[src/rtl/rcw_pkg.sv]
// ---------------------------------------------------------------------------
// rcw_pkg: shared types and constants of the wall column setup block
// Field widths, divider lengths, pipeline depth, register map and the
// structures passed between the configuration, front, core and output parts.
// ---------------------------------------------------------------------------
`default_nettype none

package rcw_pkg;

  // Map size in bits of a cell coordinate.
  localparam int MAP_BITS = 8;
  localparam logic [7:0] CELL_MASK = (MAP_BITS >= 8) ? 8'hFF : 8'((1 << MAP_BITS) - 1);

  // Field widths.
  localparam int POS_W = 24;
  localparam int DIR_W = 18;
  localparam int NUM_W = POS_W + 2;   // signed distance to the hit grid line
  localparam int H_W   = 11;
  localparam int TL_W  = 4;
  localparam int TC_W  = 10;
  localparam int OUT_W = 28;

  localparam logic [OUT_W-1:0] OUT_SAT = {OUT_W{1'b1}};
  localparam logic [TL_W-1:0]  TEX_LOG2_MAX = 4'd10;

  // Line height division: screen_height * |dir| / |num|.
  localparam int LHN_W = H_W + DIR_W;   // dividend and quotient bits
  localparam int LHD_W = NUM_W - 1;     // divisor bits
  // Hit coordinate division: |num * dir_o| / |dir_h|.
  localparam int HN_W  = NUM_W + DIR_W - 2;
  localparam int HD_W  = DIR_W;
  // Texture step division: 2^(hl+16) / line height.
  localparam int TSN_W = 27;
  localparam int TSD_W = OUT_W;
  // Texture start position multiply, split in two partial products.
  localparam int V_W   = OUT_W - 1;
  localparam int V_LO  = 14;
  localparam int V_HI  = V_W - V_LO;

  // Core stage plan.
  localparam int ST_FIX  = LHN_W;               // line height, top and bottom
  localparam int ST_HIT  = HN_W;                // texture column
  localparam int ST_TS   = ST_FIX + TSN_W + 1;  // texture step and partial products
  localparam int ST_TPOS = ST_TS + 1;           // texture start sum
  localparam int NST     = ST_TPOS + 1;

  // Register map.
  localparam int PADDR_W = 4;
  localparam logic [1:0] REG_SCREEN_HEIGHT   = 2'd0;
  localparam logic [1:0] REG_TEX_WIDTH_LOG2  = 2'd1;
  localparam logic [1:0] REG_TEX_HEIGHT_LOG2 = 2'd2;

  // Face codes.
  localparam logic [1:0] FACE_WEST  = 2'd0;
  localparam logic [1:0] FACE_EAST  = 2'd1;
  localparam logic [1:0] FACE_NORTH = 2'd2;
  localparam logic [1:0] FACE_SOUTH = 2'd3;

  // Effective configuration, already clamped.
  typedef struct packed {
    logic [H_W-1:0]  h;
    logic [TL_W-1:0] wl;
    logic [TL_W-1:0] hl;
  } cfg_t;

  // First front stage.
  typedef struct packed {
    logic signed [NUM_W-1:0] num;
    logic signed [DIR_W-1:0] dir_h;
    logic signed [DIR_W-1:0] dir_o;
    logic [15:0]             pos_o;
    logic [1:0]              face;
    logic                    mirror;
  } fa_t;

  // Core pipeline word.
  typedef struct packed {
    logic [LHD_W-1:0] lh_rem;
    logic [LHN_W-1:0] lh_sh;
    logic [LHD_W-1:0] lh_den;
    logic             lh_sat;
    logic             lh_zero;
    logic [HD_W-1:0]  h_rem;
    logic [HN_W-1:0]  h_sh;
    logic [HD_W-1:0]  h_den;
    logic             h_neg;
    logic             h_dz;
    logic [15:0]      pos_o;
    logic [1:0]       face;
    logic             mirror;
    logic [TC_W-1:0]  tex_col;
    logic [H_W-1:0]   top;
    logic [H_W-1:0]   bottom;
    logic [V_W-1:0]   v;
    logic [TSD_W-1:0] ts_rem;
    logic [TSN_W-1:0] ts_sh;
    logic [TSD_W-1:0] ts_den;
    logic             ts_sat;
    logic [OUT_W-1:0] tstep;
    logic [V_LO+OUT_W-1:0] pp_lo;
    logic [V_HI+OUT_W-1:0] pp_hi;
    logic [OUT_W-1:0] tpos;
  } pl_t;

  // Result beat.
  typedef struct packed {
    logic [H_W-1:0]   wall_top;
    logic [H_W-1:0]   wall_bottom;
    logic [1:0]       face;
    logic [TC_W-1:0]  tex_col;
    logic [OUT_W-1:0] tex_pos_start;
    logic [OUT_W-1:0] tex_step;
  } res_t;

endpackage

`default_nettype wire

[src/rtl/rcw_out.sv]
// ---------------------------------------------------------------------------
// rcw_out: output register with skid stage
// Holds the result beat for the consumer and catches one more beat when the
// consumer stalls, so the pipeline stops only when both are full.
// ---------------------------------------------------------------------------
`default_nettype none

module rcw_out import rcw_pkg::*; (
  input  logic clk_i,
  input  logic rst_ni,
  input  logic valid_i,
  input  res_t res_i,
  output logic en_o,
  output logic valid_o,
  input  logic stall_i,
  output res_t res_o
);

  logic out_valid_q, skid_valid_q;
  res_t out_q, skid_q;

  assign en_o    = !skid_valid_q;
  assign valid_o = out_valid_q;
  assign res_o   = out_q;

  // Occupancy of the output and skid registers.
  always_ff @(posedge clk_i or negedge rst_ni) begin
    if (!rst_ni) begin
      out_valid_q  <= 1'b0;
      skid_valid_q <= 1'b0;
    end else if (skid_valid_q) begin
      if (!stall_i) begin
        skid_valid_q <= 1'b0;
      end
    end else if (!out_valid_q || !stall_i) begin
      out_valid_q <= valid_i;
    end else if (valid_i) begin
      skid_valid_q <= 1'b1;
    end
  end

  // Beat data.
  always_ff @(posedge clk_i) begin
    if (skid_valid_q) begin
      if (!stall_i) begin
        out_q <= skid_q;
      end
    end else if (!out_valid_q || !stall_i) begin
      out_q <= res_i;
    end else begin
      skid_q <= res_i;
    end
  end

  // The skid register is only ever filled behind a held output beat.
  a_skid_behind_out: assert property (@(posedge clk_i) disable iff (!rst_ni)
    skid_valid_q |-> out_valid_q)
    else $error("skid register holds a beat while the output is empty");

  a_skid_fill: assert property (@(posedge clk_i) disable iff (!rst_ni)
    $rose(skid_valid_q) |-> $past(out_valid_q && stall_i && valid_i))
    else $error("skid register filled without a stalled output beat");

  a_out_drain: assert property (@(posedge clk_i) disable iff (!rst_ni)
    (out_valid_q && !stall_i && !skid_valid_q && !valid_i) |=> !out_valid_q)
    else $error("output beat repeated after it was taken");

endmodule

`default_nettype wire

[config.mk]
export PLATFORM = sky130hd
export DESIGN_NAME = rcw_out
export DESIGN_NICKNAME = d
export VERILOG_FILES = /design/src/rtl/rcw_pkg.sv /design/src/rtl/rcw_out.sv
export SDC_FILE = /design/constraint.sdc
export NUM_CORES = 1
export LEC_CHECK = 0
export CORE_ASPECT_RATIO = 1.75
export CORE_MARGIN = 10
export CORE_UTILIZATION = 64
export DETAILED_ROUTE_END_ITERATION = 16
export DONT_BUFFER_PORTS = 1
export PLACE_DENSITY = 0.81
export RECOVER_POWER = 100
export REMOVE_ABC_BUFFERS = 1
export SKIP_LAST_GASP = 1
export SLEW_MARGIN = 10
export SYNTH_ARGS = -nofsm -noshare
export SYNTH_HDL_FRONTEND = slang
export SYNTH_SLANG_ARGS = --single-unit
[constraint.sdc]
create_clock -name clk_i -period 22.5 [get_ports clk_i]
set_clock_uncertainty 0.15 [all_clocks]
set_input_delay 3.375 -clock clk_i [delete_from_list [all_inputs] [get_ports clk_i]]
set_output_delay 3.375 -clock clk_i [all_outputs]
set_load 0.005 [all_outputs]
==> results.toml <==
[pwr]
pwr-share-clk = 0.379
powerDensity_mw_per_mm2 = 105.2
seqPwrFrac = 0.573
p_total_w = 0.0007656
p_comb_frac = 0.048
power.switching_w = 0.0001645
ir_drop_mv = 0.07172
swShare = 0.2149
leakagePower_nw = 2.418
intPower_w = 0.0006010

[timing]
period_share = 0.3411
max_freq_mhz = 130.3
fin_crit_ns = 7.674
final.setup.tns_ns = 0
worst_slew_pin_slew_ns = 5.039
slew_violations = 184
rsz0062_at_grt = "false"
slew-limit-headroom = -2.395
hold_slack_ns = 0.3860
setup-violations-final = 0
hold_viol_final = 0

[critical_path]
slowest_delay_ns = 3.95
cp_data_required_time_ns = 22.32
r2r-end = "res_o[24]$_DFFE_PP_"
rr_worst_depth = 2
r2r_slack_ns = 14.83
cp-end-kind = "flip-flop"
critical_path_class = "reg -> reg"
path_max_fanout = 53
worst-path-buf-inv = 1
worstSetupEndpoint = "res_o[24]$_DFFE_PP_"
worstPathArrival_ns = 7.50
crit_family = "compound AO/OA/AOI/OAI gates"
r2r-start = "skid_valid_q$_DFF_PN0_"
cp-startpoint = "skid_valid_q$_DFF_PN0_"
slowest_stage = "o21ai_0"
path_cells = "o21ai_0, clkbuf_1"
crit_cells = 2
critPathLaunchType = "flip-flop"

[synthesis]
ys.flop_type = "edfxtp_1"
syn_inst = 291
synth_cell_types = 11
syn_area_per_cell_um2 = 23.29
ys_ff_latch = 182
synth_edf_count = 180
yosysMostFrequentCell = "edfxtp_1"
yosysSeqAreaShare = 0.8050
synth_top_cell_by_area = "edfxtp_1"
netlist_area_mm2 = 0.006776
synthTopCellsByArea = "edfxtp_1 80%, mux2_4 10%, mux2_2 7.5%"
synthTopCellsByCount = "180 x edfxtp_1, 45 x mux2_2, 45 x mux2_4"
yosysWarningCount = 0
synth_top_area_frac = 0.7976
synthArstFlopShare = 0.01099

[floorplanning]
initial_utilization = 0.6579
io_pins = 186
die_w_um = 97.79
core-area_mm2 = 0.01030
fp.dieH_um = 156.1
dieArea_mm2 = 0.01527
rows = 49

[global_route]
grt_pass1_vias = 2885
grt-ovfl-total = 0
grt_pass1_wl_mm = 18.47
grt_max_degree = 91
antenna_found_initial = 0
gr-usage-all-layers = 0.1614

[place]
dpl.cell_count = 410
port-buffer-count = 0
post-dp-hpwl_mm = 8.808
routabilityCongestion = 0.7422

[outcome]
failed_checks = "max-capacitance violations, max-slew violations"
run_status = "finished with violations"

[min_path]
holdPathStages = 1
hold_path.class = "reg -> reg"

[routing]
post_drt_wl_per_cell_um = 28.42
postRouteAntennaNets = 0
vias_per_cell = 6.109
drc = 0
wirelength_mm = 12.56
dr.first_iter.drc_count = 128
vias = 2700
drt_first_pass_iters = 5

[cts]
postCtsResizedCells = 0
hold_buffers = 0
cts_max_level = 4
cts_max_path_buffers = 2
clock_latency_ns = 0.41
cts_buffers = 17
post_cts_buffers = 0
cts_tree = "built"
root_buffer = "clkbuf_16"
clkSinkCount = 182
clkSlewWorstSetupHoldPaths_ns = 0.07

[cells_and_area]
drive_gt1_frac = 0.2476
final_nets = 396
finalNonFillerCells = 442
antenna_cells = 0
syn_to_final_growth_pct = 7.386
fillers = 632

[flow_run]
drv_cap = 3
## placed cells by master (no fill, tap or decap)
| master | Yosys | final |
|---|---|---|
| a21oi_1 | 1 | 1 |
| inv_6 | 0 | 4 |
| mux2_1 | 0 | 45 |
| dfrtp_1 | 2 | 2 |
| buf_4 | 0 | 1 |
| o21ai_0 | 3 | 3 |
| clkinvlp_4 | 0 | 5 |
| clkinv_4 | 0 | 1 |
| inv_8 | 0 | 2 |
| nor2b_1 | 1 | 1 |
| edfxtp_1 | 180 | 180 |
| clkbuf_1 | 0 | 2 |
| clkinv_2 | 0 | 1 |
| clkbuf_16 | 0 | 17 |
| and3_1 | 1 | 1 |
| inv_1 | 2 | 2 |
| mux2_2 | 45 | 45 |
| bufinv_16 | 0 | 2 |
## logic make-up after synthesis
kind of cell	after synthesis	share of synthesized area
compound gates	4	0.002953
buf+inv	13	0.01570
flops	182	0.8050
mux	90	0.1745
simple gates	2	0.001848
## worst register-to-register path: cells and delay by family (launching register included)
kind | cells | cell delay (ns)
buffers and inverters | 1 | 2.24
DFF | 1 | 0.87
AOI/OAI and AO/OA | 1 | 3.95
## layer usage
metal / up-vias / wire length (µm) / GRT usage
met5: - / 0 / 0
met4: 0 / 385 / 0.06954
met3: 27 / 1235 / 0.08071
met2: 145 / 6593 / 0.2687
met1: 1348 / 4346 / 0.1687
li1: 1180 / - / -
## layout make-up
cell class	instances	area (µm²)	area share
repair buffers	3	15.01	0.002063
flip-flops and latches	182	5455	0.7497
clock buffers	17	425.4	0.05846
inverters	2	7.507	0.001032
clock inverters	15	168.9	0.02321
well taps	127	158.9	0.02184
multi-input cells	96	1046	0.1437
## registers in the layout, summed over array words and instances, names as in the netlist
signal / cells
res_o: 90
skid_q: 90
skid_valid_q: 1
valid_o: 1
## through the flow
step	setup slack [ns]	utilization	instance area, µm²
2_1_floorplan	12.89	-	6678
6_report	14.83	0.7065	7277
3_3_place_gp	17.47	0.6679	6879
4_1_cts	17.62	0.7256	7473
3_5_place_dp	17.42	0.6679	6879
5_1_grt	13.93	0.7065	7277
## power groups by stage
| stage | clock, W | combinational, W | sequential, W |
|---|---|---|---|
| 2_1_floorplan | 0 | 0.0000379 | 0.000442 |
| 3_3_place_gp | 0 | 0.0000441 | 0.000443 |
| 3_5_place_dp | 0 | 0.0000465 | 0.000445 |
| 4_1_cts | 0.000295 | 0.0000467 | 0.000438 |
| 5_1_grt | 0.000310 | 0.0000405 | 0.000443 |
| 6_report | 0.000290 | 0.0000365 | 0.000439 |
## worst min path at each step
stage                              start             endpoint  slack (ns)
floorplan            skid_q[0]$_DFFE_PP_   res_o[0]$_DFFE_PP_        0.37
global placement     skid_q[4]$_DFFE_PP_   res_o[4]$_DFFE_PP_        0.38
detailed placement  skid_q[11]$_DFFE_PP_  res_o[11]$_DFFE_PP_        0.38
CTS                 skid_q[10]$_DFFE_PP_  res_o[10]$_DFFE_PP_        0.40
global route        skid_q[49]$_DFFE_PP_  res_o[49]$_DFFE_PP_        0.39
finish              skid_q[49]$_DFFE_PP_  res_o[49]$_DFFE_PP_        0.39
No activity file was read; power rests on OpenSTA's default activity.
