$ cat src/rtl/rcw_pkg.sv
// ---------------------------------------------------------------------------
// rcw_pkg: shared types and constants of the wall column setup block
// Field widths, divider lengths, pipeline depth, register map and the
// structures passed between the configuration, front, core and output parts.
// ---------------------------------------------------------------------------
`default_nettype none

package rcw_pkg;

  // Map size in bits of a cell coordinate.
  localparam int MAP_BITS = 8;
  localparam logic [7:0] CELL_MASK = (MAP_BITS >= 8) ? 8'hFF : 8'((1 << MAP_BITS) - 1);

  // Field widths.
  localparam int POS_W = 24;
  localparam int DIR_W = 18;
  localparam int NUM_W = POS_W + 2;   // signed distance to the hit grid line
  localparam int H_W   = 11;
  localparam int TL_W  = 4;
  localparam int TC_W  = 10;
  localparam int OUT_W = 28;

  localparam logic [OUT_W-1:0] OUT_SAT = {OUT_W{1'b1}};
  localparam logic [TL_W-1:0]  TEX_LOG2_MAX = 4'd10;

  // Line height division: screen_height * |dir| / |num|.
  localparam int LHN_W = H_W + DIR_W;   // dividend and quotient bits
  localparam int LHD_W = NUM_W - 1;     // divisor bits
  // Hit coordinate division: |num * dir_o| / |dir_h|.
  localparam int HN_W  = NUM_W + DIR_W - 2;
  localparam int HD_W  = DIR_W;
  // Texture step division: 2^(hl+16) / line height.
  localparam int TSN_W = 27;
  localparam int TSD_W = OUT_W;
  // Texture start position multiply, split in two partial products.
  localparam int V_W   = OUT_W - 1;
  localparam int V_LO  = 14;
  localparam int V_HI  = V_W - V_LO;

  // Core stage plan.
  localparam int ST_FIX  = LHN_W;               // line height, top and bottom
  localparam int ST_HIT  = HN_W;                // texture column
  localparam int ST_TS   = ST_FIX + TSN_W + 1;  // texture step and partial products
  localparam int ST_TPOS = ST_TS + 1;           // texture start sum
  localparam int NST     = ST_TPOS + 1;

  // Register map.
  localparam int PADDR_W = 4;
  localparam logic [1:0] REG_SCREEN_HEIGHT   = 2'd0;
  localparam logic [1:0] REG_TEX_WIDTH_LOG2  = 2'd1;
  localparam logic [1:0] REG_TEX_HEIGHT_LOG2 = 2'd2;

  // Face codes.
  localparam logic [1:0] FACE_WEST  = 2'd0;
  localparam logic [1:0] FACE_EAST  = 2'd1;
  localparam logic [1:0] FACE_NORTH = 2'd2;
  localparam logic [1:0] FACE_SOUTH = 2'd3;

  // Effective configuration, already clamped.
  typedef struct packed {
    logic [H_W-1:0]  h;
    logic [TL_W-1:0] wl;
    logic [TL_W-1:0] hl;
  } cfg_t;

  // First front stage.
  typedef struct packed {
    logic signed [NUM_W-1:0] num;
    logic signed [DIR_W-1:0] dir_h;
    logic signed [DIR_W-1:0] dir_o;
    logic [15:0]             pos_o;
    logic [1:0]              face;
    logic                    mirror;
  } fa_t;

  // Core pipeline word.
  typedef struct packed {
    logic [LHD_W-1:0] lh_rem;
    logic [LHN_W-1:0] lh_sh;
    logic [LHD_W-1:0] lh_den;
    logic             lh_sat;
    logic             lh_zero;
    logic [HD_W-1:0]  h_rem;
    logic [HN_W-1:0]  h_sh;
    logic [HD_W-1:0]  h_den;
    logic             h_neg;
    logic             h_dz;
    logic [15:0]      pos_o;
    logic [1:0]       face;
    logic             mirror;
    logic [TC_W-1:0]  tex_col;
    logic [H_W-1:0]   top;
    logic [H_W-1:0]   bottom;
    logic [V_W-1:0]   v;
    logic [TSD_W-1:0] ts_rem;
    logic [TSN_W-1:0] ts_sh;
    logic [TSD_W-1:0] ts_den;
    logic             ts_sat;
    logic [OUT_W-1:0] tstep;
    logic [V_LO+OUT_W-1:0] pp_lo;
    logic [V_HI+OUT_W-1:0] pp_hi;
    logic [OUT_W-1:0] tpos;
  } pl_t;

  // Result beat.
  typedef struct packed {
    logic [H_W-1:0]   wall_top;
    logic [H_W-1:0]   wall_bottom;
    logic [1:0]       face;
    logic [TC_W-1:0]  tex_col;
    logic [OUT_W-1:0] tex_pos_start;
    logic [OUT_W-1:0] tex_step;
  } res_t;

endpackage

`default_nettype wire

$ cat src/rtl/rcw_front.sv
// ---------------------------------------------------------------------------
// rcw_front: hit geometry set-up
// Two stages: distance to the hit grid line and axis selection, then the
// products and magnitudes that feed the dividers in the core.
// ---------------------------------------------------------------------------
`default_nettype none

module rcw_front import rcw_pkg::*; (
  input  logic                    clk_i,
  input  logic                    rst_ni,
  input  logic                    en_i,
  input  cfg_t                    cfg_i,
  input  logic                    valid_i,
  input  logic [POS_W-1:0]        pos_x_i,
  input  logic [POS_W-1:0]        pos_y_i,
  input  logic signed [DIR_W-1:0] dir_x_i,
  input  logic signed [DIR_W-1:0] dir_y_i,
  input  logic [7:0]              cell_x_i,
  input  logic [7:0]              cell_y_i,
  input  logic signed [1:0]       step_x_i,
  input  logic signed [1:0]       step_y_i,
  input  logic                    hit_side_i,
  output logic                    valid_o,
  output pl_t                     pl_o
);

  logic va_q, vb_q;
  fa_t  fa_d, fa_q;
  pl_t  pb_d, pb_q;

  logic [7:0]                cell_sel;
  logic                      off;
  logic [8:0]                base;
  logic [POS_W-1:0]          pos_h;
  logic [NUM_W-1:0]          num_abs;
  logic [DIR_W-1:0]          dir_abs;
  logic signed [HN_W+1:0]    prod;
  logic [HN_W+1:0]           prod_abs;

  // Stage A: signed distance along the hit axis, face and mirroring.
  always_comb begin
    fa_d = '0;
    if (!hit_side_i) begin
      cell_sel = cell_x_i & CELL_MASK;
      off      = step_x_i[1];
      pos_h    = pos_x_i;
      fa_d.dir_h = dir_x_i;
      fa_d.dir_o = dir_y_i;
      fa_d.pos_o = pos_y_i[15:0];
      fa_d.face  = dir_x_i[DIR_W-1] ? FACE_WEST : FACE_EAST;
      fa_d.mirror = !dir_x_i[DIR_W-1] && (dir_x_i != '0);
    end else begin
      cell_sel = cell_y_i & CELL_MASK;
      off      = step_y_i[1];
      pos_h    = pos_y_i;
      fa_d.dir_h = dir_y_i;
      fa_d.dir_o = dir_x_i;
      fa_d.pos_o = pos_x_i[15:0];
      fa_d.face  = dir_y_i[DIR_W-1] ? FACE_NORTH : FACE_SOUTH;
      fa_d.mirror = dir_y_i[DIR_W-1];
    end
    base     = {1'b0, cell_sel} + {8'd0, off};
    fa_d.num = $signed({1'b0, base, 16'd0}) - $signed({2'b00, pos_h});
  end

  // Stage B: dividends, divisors and sign handling for both divisions.
  always_comb begin
    pb_d     = '0;
    num_abs  = fa_q.num[NUM_W-1] ? (~fa_q.num + 1'b1) : fa_q.num;
    dir_abs  = fa_q.dir_h[DIR_W-1] ? (~fa_q.dir_h + 1'b1) : fa_q.dir_h;
    prod     = (HN_W+2)'(fa_q.num) * (HN_W+2)'(fa_q.dir_o);
    prod_abs = prod[HN_W+1] ? (~prod + 1'b1) : prod;

    pb_d.lh_sh   = {{DIR_W{1'b0}}, cfg_i.h} * {{H_W{1'b0}}, dir_abs};
    pb_d.lh_den  = num_abs[LHD_W-1:0];
    pb_d.lh_sat  = (fa_q.num == '0) || (fa_q.dir_h == '0);
    pb_d.lh_zero = fa_q.num[NUM_W-1] != fa_q.dir_h[DIR_W-1];
    pb_d.h_sh    = prod_abs[HN_W-1:0];
    pb_d.h_den   = dir_abs;
    pb_d.h_neg   = prod[HN_W+1] != fa_q.dir_h[DIR_W-1];
    pb_d.h_dz    = fa_q.dir_h == '0;
    pb_d.pos_o   = fa_q.pos_o;
    pb_d.face    = fa_q.face;
    pb_d.mirror  = fa_q.mirror;
  end

  // Valid bits of both stages.
  always_ff @(posedge clk_i or negedge rst_ni) begin
    if (!rst_ni) begin
      va_q <= 1'b0;
      vb_q <= 1'b0;
    end else if (en_i) begin
      va_q <= valid_i;
      vb_q <= va_q;
    end
  end

  // Payload of both stages.
  always_ff @(posedge clk_i) begin
    if (en_i) begin
      fa_q <= fa_d;
      pb_q <= pb_d;
    end
  end

  assign valid_o = vb_q;
  assign pl_o    = pb_q;

endmodule

`default_nettype wire

$ cat config.mk
export PLATFORM = sky130hd
export DESIGN_NAME = rcw_front
export DESIGN_NICKNAME = d
export VERILOG_FILES = /design/src/rtl/rcw_pkg.sv /design/src/rtl/rcw_front.sv
export SDC_FILE = /design/constraint.sdc
export NUM_CORES = 2
export LEC_CHECK = 0
export ABC_AREA = 1
export ABC_CLOCK_PERIOD_IN_PS = 6370
export BUFFER_PORTS_ARGS = -buffer_cell sky130_fd_sc_hd__buf_2
export CORE_MARGIN = 2
export CORE_UTILIZATION = 30
export CTS_BUF_LIST = sky130_fd_sc_hd__clkbuf_4
export DETAILED_ROUTE_END_ITERATION = 8
export GPL_TIMING_DRIVEN = 0
export PLACE_DENSITY = 0.6
export SYNTH_ARGS = -nofsm -noshare
export SYNTH_HDL_FRONTEND = slang
export SYNTH_SLANG_ARGS = --single-unit
$ cat constraint.sdc
create_clock -name clk_i -period 6.37 [get_ports clk_i]
set_clock_uncertainty 0.15 [all_clocks]
set_input_delay 1.911 -clock clk_i [delete_from_list [all_inputs] [get_ports clk_i]]
set_output_delay 1.911 -clock clk_i [all_outputs]
set_load 0.05 [all_outputs]
==> metrics.txt <==
outcome=finished with violations; failing checks=negative setup slack; Post-DRT Antenna Nets=0; DR vias=31400; All-Layer GR Usage=0.187; Post-synth EDFFs=218; row count=129; Die Width=356 um; Avg Vias per Cell=4.39; Distinct cells, synth=53; final setup margin=-0.473 ns; max-cap check violation count=0; largest net degree at the start of global routing=114; initial DRC count=1888; antenna violations before repair=6; crit path kind=reg -> reg; Crit-path slowest cell=fa_2; cts bufs inserted=60; final hold vios=0; Worst Setup Start Kind=register; dominant synthesized flop cell=edfxtp_1; Die ar.=127000 um^2; wire length per cell=16.6 um; CTS tree=done; Starting Density=0.301; crit path max fanout=7; Yosys warnings=0; DP HPWL=92.6 mm; largest delay contributor family on the critical path=adder cells; Gate Count Post-Synth=4538; IO Pins=591; final setup fails=54; worst path required time=6.78 ns; # port buffers=249; Fmax=0.146 GHz; final slew viol count=0; post-synthesis sequential area ratio=0.178; Async SR Flop Fraction=0.00909; fraction of final layout cells sized beyond drive strength 1=0.295; first-pass GRT wire length=183 mm; Synth top cells by count=inv_1 (1120), nand2_1 (1101), fa_1 (600); global route total overflow=0; vias in the first global route=32800; core area=123000 um^2; clk_lat worst skew=0.88 ns; P&R area growth vs syn=29.9%; endpoint class of the critical path=register; CTS clk-pin slew, worst paths=0.07 ns; area leader, netlist=fa_1; Max clock buf depth=3; Least-Margin Pin Slew=0.838 ns; CTS Root Cell=clkbuf_4; Post-Layout Cell Count=7144; Mean Syn Cell Area=8.19 um^2; Cells after DPL=6751; first drt pass iteration count=7; crit path DAT=7.25 ns; final worst-path cycle share=1.07; Die Y=356 um; total detailed-routing wirelength=119 mm; Final Net Count=6379; clock sinks=220; hold_buf cts=0; Worst Hold Class=reg -> reg; Synth top area share=0.323; Bufs and invs on worst path=11; min cycle time layout=6.84 ns; RePlAce Congestion=0.918; CTS H-tree lvls=2; Worst path max stage delay=0.62 ns; Post-Synthesis Cell Area=37200 um^2; RSZ-0062 raised after global routing=yes; count leader, synth=inv_1; drt drc=0; register bit total from synthesis=220; top post-synthesis cells by area=fa_1 (32%), edfxtp_1 (18%), inv_1 (11%), nand2_1 (11%), buf_4 (6.6%); max_slew headroom=0.441
state kept, by name, indices dropped and copies added (netlist names):
register / count
valid_o: 1
va_q: 1
fa_q: 81
pl_o: 137
through the flow:
| stage | TNS, ns | util | instance area [um^2] | hold slack (ns) | worst slack (ns) |
|---|---|---|---|---|---|
| 2_1_floorplan | -0.332 | - | 38700 | 0.250 | -0.152 |
| 3_3_place_gp | -88.97 | 0.341 | 42000 | 0.250 | -1.99 |
| 3_5_place_dp | -88.23 | 0.341 | 42100 | 0.255 | -1.98 |
| 4_1_cts | -16.62 | 0.378 | 46600 | 0.268 | -0.449 |
| 5_1_grt | -29.97 | 0.391 | 48200 | 0.273 | -0.669 |
| 6_report | -18.72 | 0.391 | 48300 | 0.266 | -0.473 |
routing by layer:
layer  global-route usage  wire length [um]  part of all wire  vias to the layer above
met5                    0                13           0.00011                        -
met4               0.0894              6640             0.056                        2
met3               0.0248              7140             0.060                      302
met2                0.341             61000              0.51                     1230
met1                0.216             44000              0.37                    15300
li1                     -                 -                 -                    14600
cell usage in the layout (no fill, tap or decap), types with 14 or more instances in the layout:
cell         n
fa_1       547
xor2_1      77
edfxtp_1   218
o21ai_0     94
nand3_2     16
buf_12      14
ha_4        39
clkbuf_4    95
inv_2       76
buf_2      250
conb_1     325
inv_1     1035
fa_2        53
a21oi_1     37
nor2_2      31
nand2_1    957
xnor2_1     37
a21oi_2     23
nor3_1      15
nand2_2    114
ha_1       147
buf_4      580
buf_8       18
clkbuf_8    45
nor2_4      34
nand3_1     67
buf_6       59
clkbuf_1    14
nand4_1     42
nand2_4     52
nor2_1     184
o21ai_1     14
logic make-up after synthesis:
group                    after synthesis  share of synthesized area
buffers and inverters               1604                      0.196
AND/OR/NAND/NOR                     1570                      0.175
adder cells (fa/ha/maj)              790                      0.387
flip-flops                           220                      0.178
AO/OA/AOI/OAI                        219                     0.0318
XOR/XNOR                             123                     0.0292
multiplexers                          11                    0.00296
other                                  1                   0.000101
timing repair:
item / 4_1_cts / 5_1_grt
resized for setup: 514 / 343
buffers inserted: 229 / 82
pin swaps: 184 / 205
gates cloned: 3 / 0
setup endpoints to repair: 61 / 62
cell type report:
type	count	area, um^2
tap	1637	2050
fill	12500	75000
clock buffer	82	616
sequential	220	6600
inverter	1127	4300
buffer	455	3970
antenna	8	20.0
multi-input combinational	3039	26700
timing repair buffer	558	3940
clock inverter	18	101
worst paths after layout:
kind	start	end	slack (ns)	cells past startpoint
max reg2reg	fa_q[26]$_DFFE_PP_	pl_o[359]$_DFFE_PP_	-0.47	31
min in group asynchronous	rst_ni	va_q$_DFFE_PN0P_	0.69	1
max	fa_q[26]$_DFFE_PP_	pl_o[359]$_DFFE_PP_	-0.47	31
min reg2reg	fa_q[2]$_DFFE_PP_	pl_o[284]$_DFFE_PP_	0.27	0
min	fa_q[2]$_DFFE_PP_	pl_o[284]$_DFFE_PP_	0.27	0
max in group asynchronous	rst_ni	valid_o$_DFFE_PN0P_	5.29	1
Power is left out: the tool's default activity adds up to more than one toggle a clock period on the data nets, which glitch-free logic cannot reach.
