[src/rtl/rcw_pkg.sv]
// ---------------------------------------------------------------------------
// rcw_pkg: shared types and constants of the wall column setup block
// Field widths, divider lengths, pipeline depth, register map and the
// structures passed between the configuration, front, core and output parts.
// ---------------------------------------------------------------------------
`default_nettype none

package rcw_pkg;

  // Map size in bits of a cell coordinate.
  localparam int MAP_BITS = 8;
  localparam logic [7:0] CELL_MASK = (MAP_BITS >= 8) ? 8'hFF : 8'((1 << MAP_BITS) - 1);

  // Field widths.
  localparam int POS_W = 24;
  localparam int DIR_W = 18;
  localparam int NUM_W = POS_W + 2;   // signed distance to the hit grid line
  localparam int H_W   = 11;
  localparam int TL_W  = 4;
  localparam int TC_W  = 10;
  localparam int OUT_W = 28;

  localparam logic [OUT_W-1:0] OUT_SAT = {OUT_W{1'b1}};
  localparam logic [TL_W-1:0]  TEX_LOG2_MAX = 4'd10;

  // Line height division: screen_height * |dir| / |num|.
  localparam int LHN_W = H_W + DIR_W;   // dividend and quotient bits
  localparam int LHD_W = NUM_W - 1;     // divisor bits
  // Hit coordinate division: |num * dir_o| / |dir_h|.
  localparam int HN_W  = NUM_W + DIR_W - 2;
  localparam int HD_W  = DIR_W;
  // Texture step division: 2^(hl+16) / line height.
  localparam int TSN_W = 27;
  localparam int TSD_W = OUT_W;
  // Texture start position multiply, split in two partial products.
  localparam int V_W   = OUT_W - 1;
  localparam int V_LO  = 14;
  localparam int V_HI  = V_W - V_LO;

  // Core stage plan.
  localparam int ST_FIX  = LHN_W;               // line height, top and bottom
  localparam int ST_HIT  = HN_W;                // texture column
  localparam int ST_TS   = ST_FIX + TSN_W + 1;  // texture step and partial products
  localparam int ST_TPOS = ST_TS + 1;           // texture start sum
  localparam int NST     = ST_TPOS + 1;

  // Register map.
  localparam int PADDR_W = 4;
  localparam logic [1:0] REG_SCREEN_HEIGHT   = 2'd0;
  localparam logic [1:0] REG_TEX_WIDTH_LOG2  = 2'd1;
  localparam logic [1:0] REG_TEX_HEIGHT_LOG2 = 2'd2;

  // Face codes.
  localparam logic [1:0] FACE_WEST  = 2'd0;
  localparam logic [1:0] FACE_EAST  = 2'd1;
  localparam logic [1:0] FACE_NORTH = 2'd2;
  localparam logic [1:0] FACE_SOUTH = 2'd3;

  // Effective configuration, already clamped.
  typedef struct packed {
    logic [H_W-1:0]  h;
    logic [TL_W-1:0] wl;
    logic [TL_W-1:0] hl;
  } cfg_t;

  // First front stage.
  typedef struct packed {
    logic signed [NUM_W-1:0] num;
    logic signed [DIR_W-1:0] dir_h;
    logic signed [DIR_W-1:0] dir_o;
    logic [15:0]             pos_o;
    logic [1:0]              face;
    logic                    mirror;
  } fa_t;

  // Core pipeline word.
  typedef struct packed {
    logic [LHD_W-1:0] lh_rem;
    logic [LHN_W-1:0] lh_sh;
    logic [LHD_W-1:0] lh_den;
    logic             lh_sat;
    logic             lh_zero;
    logic [HD_W-1:0]  h_rem;
    logic [HN_W-1:0]  h_sh;
    logic [HD_W-1:0]  h_den;
    logic             h_neg;
    logic             h_dz;
    logic [15:0]      pos_o;
    logic [1:0]       face;
    logic             mirror;
    logic [TC_W-1:0]  tex_col;
    logic [H_W-1:0]   top;
    logic [H_W-1:0]   bottom;
    logic [V_W-1:0]   v;
    logic [TSD_W-1:0] ts_rem;
    logic [TSN_W-1:0] ts_sh;
    logic [TSD_W-1:0] ts_den;
    logic             ts_sat;
    logic [OUT_W-1:0] tstep;
    logic [V_LO+OUT_W-1:0] pp_lo;
    logic [V_HI+OUT_W-1:0] pp_hi;
    logic [OUT_W-1:0] tpos;
  } pl_t;

  // Result beat.
  typedef struct packed {
    logic [H_W-1:0]   wall_top;
    logic [H_W-1:0]   wall_bottom;
    logic [1:0]       face;
    logic [TC_W-1:0]  tex_col;
    logic [OUT_W-1:0] tex_pos_start;
    logic [OUT_W-1:0] tex_step;
  } res_t;

endpackage

`default_nettype wire

[src/rtl/rcw_cfg.sv]
// ---------------------------------------------------------------------------
// rcw_cfg: configuration registers
// APB-style register file holding screen height and texture sizes, and the
// clamped values the datapath works with.
// ---------------------------------------------------------------------------
`default_nettype none

module rcw_cfg import rcw_pkg::*; (
  input  logic               clk_i,
  input  logic               rst_ni,
  input  logic               psel,
  input  logic               penable,
  input  logic               pwrite,
  input  logic [PADDR_W-1:0] paddr,
  input  logic [31:0]        pwdata,
  output logic [31:0]        prdata,
  output logic               pready,
  output cfg_t               cfg_o
);

  logic [H_W-1:0]  screen_height_q;
  logic [TL_W-1:0] tex_width_log2_q;
  logic [TL_W-1:0] tex_height_log2_q;
  logic            wr;

  assign pready = 1'b1;
  assign wr     = psel && penable && pwrite;

  // Register writes.
  always_ff @(posedge clk_i or negedge rst_ni) begin
    if (!rst_ni) begin
      screen_height_q   <= 11'd480;
      tex_width_log2_q  <= 4'd6;
      tex_height_log2_q <= 4'd6;
    end else if (wr) begin
      unique case (paddr[3:2])
        REG_SCREEN_HEIGHT:   screen_height_q   <= pwdata[H_W-1:0];
        REG_TEX_WIDTH_LOG2:  tex_width_log2_q  <= pwdata[TL_W-1:0];
        REG_TEX_HEIGHT_LOG2: tex_height_log2_q <= pwdata[TL_W-1:0];
        default: ;
      endcase
    end
  end

  // Read back.
  always_comb begin
    unique case (paddr[3:2])
      REG_SCREEN_HEIGHT:   prdata = {21'd0, screen_height_q};
      REG_TEX_WIDTH_LOG2:  prdata = {28'd0, tex_width_log2_q};
      REG_TEX_HEIGHT_LOG2: prdata = {28'd0, tex_height_log2_q};
      default:             prdata = '0;
    endcase
  end

  // A zero height acts as one row; texture sizes stop at 1024.
  assign cfg_o.h  = (screen_height_q == '0) ? 11'd1 : screen_height_q;
  assign cfg_o.wl = (tex_width_log2_q > TEX_LOG2_MAX) ? TEX_LOG2_MAX : tex_width_log2_q;
  assign cfg_o.hl = (tex_height_log2_q > TEX_LOG2_MAX) ? TEX_LOG2_MAX : tex_height_log2_q;

endmodule

`default_nettype wire

[config.mk]
export PLATFORM = sky130hd
export DESIGN_NAME = rcw_cfg
export DESIGN_NICKNAME = d
export VERILOG_FILES = /design/src/rtl/rcw_pkg.sv /design/src/rtl/rcw_cfg.sv
export SDC_FILE = /design/constraint.sdc
export NUM_CORES = 1
export LEC_CHECK = 0
export BUFFER_PORTS_ARGS = -buffer_cell sky130_fd_sc_hd__buf_2
export CAP_MARGIN = 20
export CORE_ASPECT_RATIO = 1.4
export CORE_UTILIZATION = 30
export DETAILED_ROUTE_END_ITERATION = 6
export GPL_TIMING_DRIVEN = 0
export SYNTH_ARGS = -nofsm -noshare
export SYNTH_HDL_FRONTEND = slang
export SYNTH_SLANG_ARGS = --single-unit
[constraint.sdc]
create_clock -name clk_i -period 1.6 [get_ports clk_i]
set_clock_uncertainty 0.05 [all_clocks]
set_input_delay 0.32 -clock clk_i [delete_from_list [all_inputs] [get_ports clk_i]]
set_output_delay 0.32 -clock clk_i [all_outputs]
set_load 0.05 [all_outputs]
==> metrics.cfg, run 1 <==
[cts]
cts_tree = done
clkLatencyLatePin_ns = 0.25
cts_sinks = 19
cts_htree_levels = 1
cts_root_buf = clkbuf_8
max-clock-path-buffers = 2
clkTransAtPathRegs_ns = 0.07
cts-buffers-inserted = 3

[routing]
ant_nets = 0
wl_per_cell_um = 10.9
viasPerCell = 4.05
drt_wl_total_um = 2470
first_pass_iters = 2
drt_iter0_markers = 7
vias = 919
drc = 0

[die]
core_area_um2 = 3740
io_pins = 93
die_y_um = 76.8
rows = 26
chipWidth_um = 55.4
start_util_pct = 32.0
dieArea_um2 = 4250

[synth]
synth_top_family_by_area = multiplexers
synthSimpleGateAreaFrac_pct = 14.0
yosysWarnings = 0
ys_async_sr_fraction_pct = 100
synthAdderAreaFrac_pct = 0
synthXorXnorAreaFrac_pct = 0
synthCells = 113
syn_area_um2 = 1200
muxShareOfSynthArea_pct = 21.2
yosysSeqAreaShare_pct = 40.5
ys_ff_latch = 19
synth_cell_types = 19
synth_compound_area_share_pct = 4.49
synth_edf_count = 0
syn_avg_cell_area_um2 = 10.6
synth-main-ff-cell = dfrtp_1

[global_routing]
track_usage_pct = 12.7
antenna_found_initial = 0
grt_max_degree = 20
grt_pass1_vias = 940
grt_pass1_wl_um = 4290
overflow = 0

[power_and_ir_drop]
p_leak_nw = 0.880
cellPowerDensity_nw_per_um2 = 1370
ir_worst_vdd_v = 0.000951

[cells_and_area]
n_antenna_cell = 0
final_cell_mix = 32 x buf_2, 28 x buf_4, 22 x conb_1, 19 x mux2_2, 13 x clkbuf_1
drive_gt1_share_pct = 63.8
fin_area_um2 = 1730
final_common_cell = buf_2
nets = 227
syn2layout_area_growth_pct = 44.7

[worst_hold_path]
hold_path_class = in2reg

[place]
hpwl_um = 1960
gp_congestion = 0.688
io_buffers = 46
dpl-instance-area_um2 = 1580
place_ws_ns = -0.105

[setup_path]
critPathRequiredTime_ns = 1.23
cp.arrival_ns = 1.29
worst_setup_path_end_kind = primary output
cp_slowest_stage_delay_ns = 0.58
worstPathCellList = nor4_4 -> a31o_2 -> buf_6
criticalPathCategory = reg2out
cp.buffers_inverters = 1
r2r_slack_ns = 0.62
crit_family = flip-flops
slowest_stage = dfstp_2
startpoint_type = register
crit_fanout = 4

[job]
maxCapViolCount = 0

[timing]
rsz0062_at_grt = true
max_freq_ghz = 0.603
fin_crit_sh_pct = 104
setup_slack_ns = -0.0578
slew_violations = 0
finalSetupViolCount = 2
finalHoldViolCount = 0
post-route-min-period_ns = 1.66

[run_status]
violations = negative setup slack
status = finished, violations left

timing repair:
item	in CTS	in global routing
pin swaps	3	4
buffers inserted	1	0
hold buffers	1	0
endpoints found under the hold margin	11	0
resized for setup	18	14
setup endpoints to repair	14	16
path summary, 6_finish.rpt:
check / from / end / cells after the start
worst min-delay path: pwdata[10] / screen_height_q[10] / 2
worst min register to register: tex_width_log2_q[0] / tex_width_log2_q[0] / 1
worst max register to register: screen_height_q[2] / screen_height_q[2] / 2
min in group asynchronous: rst_ni / screen_height_q[4] / 2
worst max-delay path: screen_height_q[6] / cfg_o[8] / 3
max in group asynchronous: rst_ni / screen_height_q[7] / 2
metal layers:
layer  vias to the layer above  GRT usage, %  routed length [um]
met1                       386          14.1                1020
met5                         -             0                   0
met3                         5          3.04                 224
li1                        468             -                   -
met4                         0          6.00                  45
met2                        60          22.5                1190
registers in the layout (all words and copies together) (netlist names):
signal and cells:
tex_height_log2_q 4, tex_width_log2_q 4, screen_height_q 11
stage by stage:
step	hold WS, ns	power (W)	TNS (ns)	cells	util (%)
final	0.245	0.00238	-0.0705	227	46.3
after detailed placement	0.228	0.00194	-0.702	221	42.1
after floorplan	-0.0256	0.00170	0	133	-
after global routing	0.237	0.00250	-0.206	227	46.3
after CTS	0.237	0.00236	-0.140	227	45.2
after global placement	0.223	0.00193	-0.411	221	42.1
synth_stat cells (all sizes together) (3+ instances only):
library cell	number	share of area (%)
buf	24	15
dfrtp	11	23
clkbuf	12	3.8
o21ai	6	2.5
nand2	4	1.3
mux2i	4	3.3
mux2	19	18
and2	9	4.7
dfstp	8	18
nor2b	3	1.6
where the power goes:
group	total (W)	switching (W)	internal, W	leakage, nW
logic	0.00129	0.000860	0.000428	0.639
clock network	0.000331	0.000154	0.000177	0.0228
registers	0.000764	0.000133	0.000631	0.218
kinds of logic (layout without fill, tap and decap cells):
| family | after synthesis | count (layout) |
|---|---|---|
| flops | 19 | 19 |
| other cells | 2 | 22 |
| simple gates | 24 | 24 |
| compound gates | 9 | 9 |
| buf+inv | 36 | 88 |
| mux | 23 | 23 |
final cells by class:
class	count	area (um2)
Sequential cell	19	487
Tap cell	42	52.6
Buffer	36	229
Clock buffer	4	45.0
Timing Repair Buffer	48	305
Fill cell	375	2010
Multi-Input combinational cell	78	614
No activity file was read; power rests on OpenSTA's default activity.
==> run 2, diff against run 1 <==
Settings changed: CORE_UTILIZATION 30 to 42, PLACE_DENSITY from default to 0.84.
==> metrics.cfg, run 2 (synthesis results as in run 1) <==
[routing]
drt_iter0_markers = 8
drt_wl_total_um = 2540
vias = 939
drc = 0
viasPerCell = 4.25
first_pass_iters = 2
wl_per_cell_um = 11.5
ant_nets = 0

[timing]
fin_crit_sh_pct = 105
post-route-min-period_ns = 1.69
finalHoldViolCount = 0
setup_slack_ns = -0.0875
finalSetupViolCount = 5
rsz0062_at_grt = true
max_freq_ghz = 0.593
slew_violations = 0

[setup_path]
critPathRequiredTime_ns = 1.23
slowest_stage = dfstp_2
startpoint_type = register
worstPathCellList = nor4_2 -> a31o_2 -> buf_8
criticalPathCategory = reg2out
cp_slowest_stage_delay_ns = 0.41
cp.arrival_ns = 1.32
crit_fanout = 4
worst_setup_path_end_kind = primary output

[cts]
cts_sinks = 19
clkLatencyLatePin_ns = 0.29
cts-buffers-inserted = 3
cts_root_buf = clkbuf_4
cts_tree = done
cts_htree_levels = 1
max-clock-path-buffers = 2
clkTransAtPathRegs_ns = 0.11

[die]
core_area_um2 = 2670
die_y_um = 65.2
dieArea_um2 = 3070
chipWidth_um = 47.1
io_pins = 93
start_util_pct = 44.8
rows = 22

[run_status]
violations = negative setup slack
status = finished, violations left

[place]
io_buffers = 46
place_inst = 215
gp_congestion = 0.774
dpl-instance-area_um2 = 1570

[worst_hold_path]
hold_path_class = in2reg

[global_routing]
track_usage_pct = 18.2
grt_pass1_wl_um = 4070
antenna_found_initial = 0
overflow = 0
grt_pass1_vias = 922
grt_max_degree = 20

[power_and_ir_drop]
cellPowerDensity_nw_per_um2 = 1340
p_leak_nw = 0.908
power_w = 0.00239
ir_worst_vdd_v = 0.000983

[cells_and_area]
finalNonFillerCells = 221
nets = 227
drive_gt1_share_pct = 67.0
n_antenna_cell = 0
final_common_cell = buf_4
final_cell_mix = 27 x buf_4, 26 x buf_2, 22 x conb_1, 19 x mux2_2, 14 x buf_6
fin_area_um2 = 1790
fill_cells = 219
top_register = screen_height_q
top_regs = screen_height_q (11), tex_height_log2_q (4), tex_width_log2_q (4)
largest_reg_flops = 11
syn2layout_area_growth_pct = 49.4

[job]
maxCapViolCount = 0

## run 2: power by group
group | switching [W] | internal [W] | total, W | leakage [nW]
Combinational | 0.000880 | 0.000507 | 0.00139 | 0.673
Sequential | 0.000134 | 0.000630 | 0.000764 | 0.218
Clock | 0.000149 | 0.0000932 | 0.000242 | 0.0177
Total | 0.00116 | 0.00123 | 0.00239 | 0.908
## run 2: path summary, 6_finish.rpt
kind,to,from,slack (ns),cells after the start
setup reg to reg,screen_height_q[2],screen_height_q[2],0.49,3
max in group asynchronous,screen_height_q[5],rst_ni,0.74,2
hold reg to reg,tex_height_log2_q[0],tex_height_log2_q[0],0.49,1
hold / removal,screen_height_q[10],pwdata[10],0.19,2
min in group asynchronous,screen_height_q[10],rst_ni,0.43,2
setup / recovery,cfg_o[8],screen_height_q[6],-0.09,3
## run 2: routing by layer
metal  share of wire, %  global-route usage, %  vias up
met3                6.3                   3.02        4
met2                 54                   33.0       55
met4                1.2                   5.36        0
li1                   -                      -      466
met1                 38                   20.7      414
met5                  0                      0        -
## run 2: stage by stage
stage | util, % | TNS, ns | hold WS, ns | setup slack, ns
global route | 67.0 | -0.531 | 0.186 | -0.148
global placement | 58.7 | -0.188 | 0.215 | -0.0421
detailed placement | 58.7 | -0.588 | 0.229 | -0.0880
CTS | 64.1 | -0.261 | 0.188 | -0.105
finish | 67.0 | -0.217 | 0.192 | -0.0875
floorplan | - | 0 | -0.0256 | 0.0998
## run 2: cell type report
class / instances / area [um2] / share of cell area [%]
Buffer: 35 / 226 / 12.7
Clock buffer: 3 / 22.5 / 1.26
Clock inverter: 1 / 5.00 / 0.280
Multi-Input combinational cell: 78 / 627 / 35.0
Sequential cell: 19 / 487 / 27.2
Tap cell: 36 / 45.0 / 2.52
Timing Repair Buffer: 49 / 377 / 21.0
## run 2: critical path: cells and delay by family (launching register included)
kind / cells / cell delay (ns)
buffers and inverters: 1 / 0.14
DFF: 1 / 0.41
and+or+nand+nor: 1 / 0.27
AOI/OAI and AO/OA: 1 / 0.20
## run 2: repair_timing
action,4_1_cts,5_1_grt
setup endpoints to repair,18,21
hold buffers,1,0
gates cloned,0,0
buffers inserted,2,0
hold endpoints to repair,11,0
resized for setup,32,25
pin swaps,5,0
==> run 3, diff against run 2 <==
==> constraint.sdc (replaced) <==
create_clock -name clk_i -period 1.6 [get_ports clk_i]
set_clock_uncertainty 0.05 [all_clocks]
set_input_delay 0.16 -clock clk_i [delete_from_list [all_inputs] [get_ports clk_i]]
set_output_delay 0.16 -clock clk_i [all_outputs]
set_load 0.05 [all_outputs]
==> metrics.cfg, run 3 (synthesis results as in run 1) <==
[setup_path]
criticalPathCategory = reg2out
crit_fanout = 4
r2r_start = tex_width_log2_q[3]
reg2regPathDepth = 1
critPathRequiredTime_ns = 1.39
r2r_slack_ns = 0.72
worst_setup_path_end_kind = primary output
cp.arrival_ns = 1.37
rr_endpoint = tex_width_log2_q[3]
startpoint_type = register

[worst_hold_path]
hold_path_class = in2reg
hold-path-endpoint = screen_height_q[6]
hp-start = pwdata[6]
whs_path_depth = 2

[die]
core_area_um2 = 2670
rows = 22
start_util_pct = 44.8
io_pins = 93
dieArea_um2 = 3070
die_y_um = 65.2
chipWidth_um = 47.1

[cells_and_area]
top_regs = screen_height_q (11), tex_height_log2_q (4), tex_width_log2_q (4)
n_antenna_cell = 0
top_register = screen_height_q
syn2layout_area_growth_pct = 35.3
nets = 227
final_cell_mix = 43 x buf_2, 24 x buf_4, 22 x conb_1, 19 x mux2_2, 12 x clkbuf_1
drive_gt1_share_pct = 58.9
fill_cells = 247
finalNonFillerCells = 221
largest_reg_flops = 11
final_common_cell = buf_2
fin_area_um2 = 1620

[timing]
tns_ns = 0
fin_crit_sh_pct = 98.8
holdWs_ns = 0.0344
finalHoldViolCount = 0
max_freq_ghz = 0.633
rsz0062_at_grt = true
finalSetupViolCount = 0
slew_violations = 0
post-route-min-period_ns = 1.58

[cts]
max-clock-path-buffers = 2
cts-buffers-inserted = 3
cts_htree_levels = 1
clkTransAtPathRegs_ns = 0.10
clkLatencyLatePin_ns = 0.29
cts_root_buf = clkbuf_4
cts_tree = done
cts_sinks = 19

[routing]
drt_wl_total_um = 2200
drt_iter0_markers = 17
first_pass_iters = 4
vias = 925
drc = 0
ant_nets = 0
viasPerCell = 4.19
wl_per_cell_um = 9.95

[place]
io_buffers = 46
dpl-instance-area_um2 = 1550
hpwl_um = 1820
gp_congestion = 0.770
place_inst = 215

[global_routing]
grt_pass1_wl_um = 3610
antenna_found_initial = 0
grt_max_degree = 20
grt_pass1_vias = 835
overflow = 0
track_usage_pct = 16.6

[job]
maxCapViolCount = 0

[run_status]
status = finished clean

[power_and_ir_drop]
ir_worst_vdd_v = 0.00101
cellPowerDensity_nw_per_um2 = 1350
p_leak_nw = 0.851

==> run 3: changes by cell type in the layout (fill, tap and decap cells not counted), sizes merged <==
cell,before,now
clkbuf,16,17
buf,70,69
==> run 3: worst max path at each step <==
stage                         from   endpoint  slack [ns]  depth (start not counted)
3_3_place_gp    screen_height_q[2]   cfg_o[8]        0.25                          3
2_1_floorplan  tex_width_log2_q[2]  prdata[2]        0.08                          2
3_5_place_dp    screen_height_q[2]   cfg_o[8]        0.25                          3
4_1_cts         screen_height_q[2]   cfg_o[8]       0.002                          3
6_report        screen_height_q[2]   cfg_o[8]        0.02                          3
5_1_grt         screen_height_q[2]   cfg_o[8]       -0.03                          3
==> run 3: through the flow <==
| stage | utilization [%] | total power (W) | setup WS (ns) |
|---|---|---|---|
| after floorplan | - | 0.00168 | 0.0849 |
| after global placement | 58.0 | 0.00190 | 0.252 |
| after detailed placement | 58.0 | 0.00192 | 0.252 |
| after CTS | 59.7 | 0.00217 | 0.00167 |
| after global routing | 60.7 | 0.00230 | -0.0331 |
| final | 60.7 | 0.00218 | 0.0191 |
==> run 3: power breakdown <==
group | internal [W] | total [W] | leakage (nW) | switching, W
Clock | 0.0000932 | 0.000237 | 0.0177 | 0.000143
Sequential | 0.000628 | 0.000749 | 0.219 | 0.000121
Combinational | 0.000359 | 0.00120 | 0.615 | 0.000837
==> run 3: routing by layer <==
metal	GRT usage (%)	up-vias	routed length (um)
met5	0	-	0
met4	6.43	0	28
met3	2.47	4	199
met2	30.4	56	1110
met1	18.1	395	864
li1	-	470	-
==> run 3: area by class of cell <==
cell class	count	area, um2	share of cell area [%]
multi-input cells	78	571	35.2
flip-flops and latches	19	485	30.0
repair buffers	48	263	16.2
plain buffers	36	229	14.1
well taps	36	45.0	2.78
clock buffers	3	22.5	1.39
clock inverters	1	5.00	0.309
==> run 3: timing repair <==
item,CTS,global route
gates cloned,0,0
hold endpoints to repair,11,0
hold buffers,1,0
setup endpoints to repair,1,3
resized for setup,2,5
buffers inserted,0,1
pin swaps,0,2
==> run 3: critical path, stage by stage (launching register included) <==
cell and delay [ns]:
dfrtp_1 0.43, nor4_2 0.29, a31o_2 0.21, buf_8 0.14
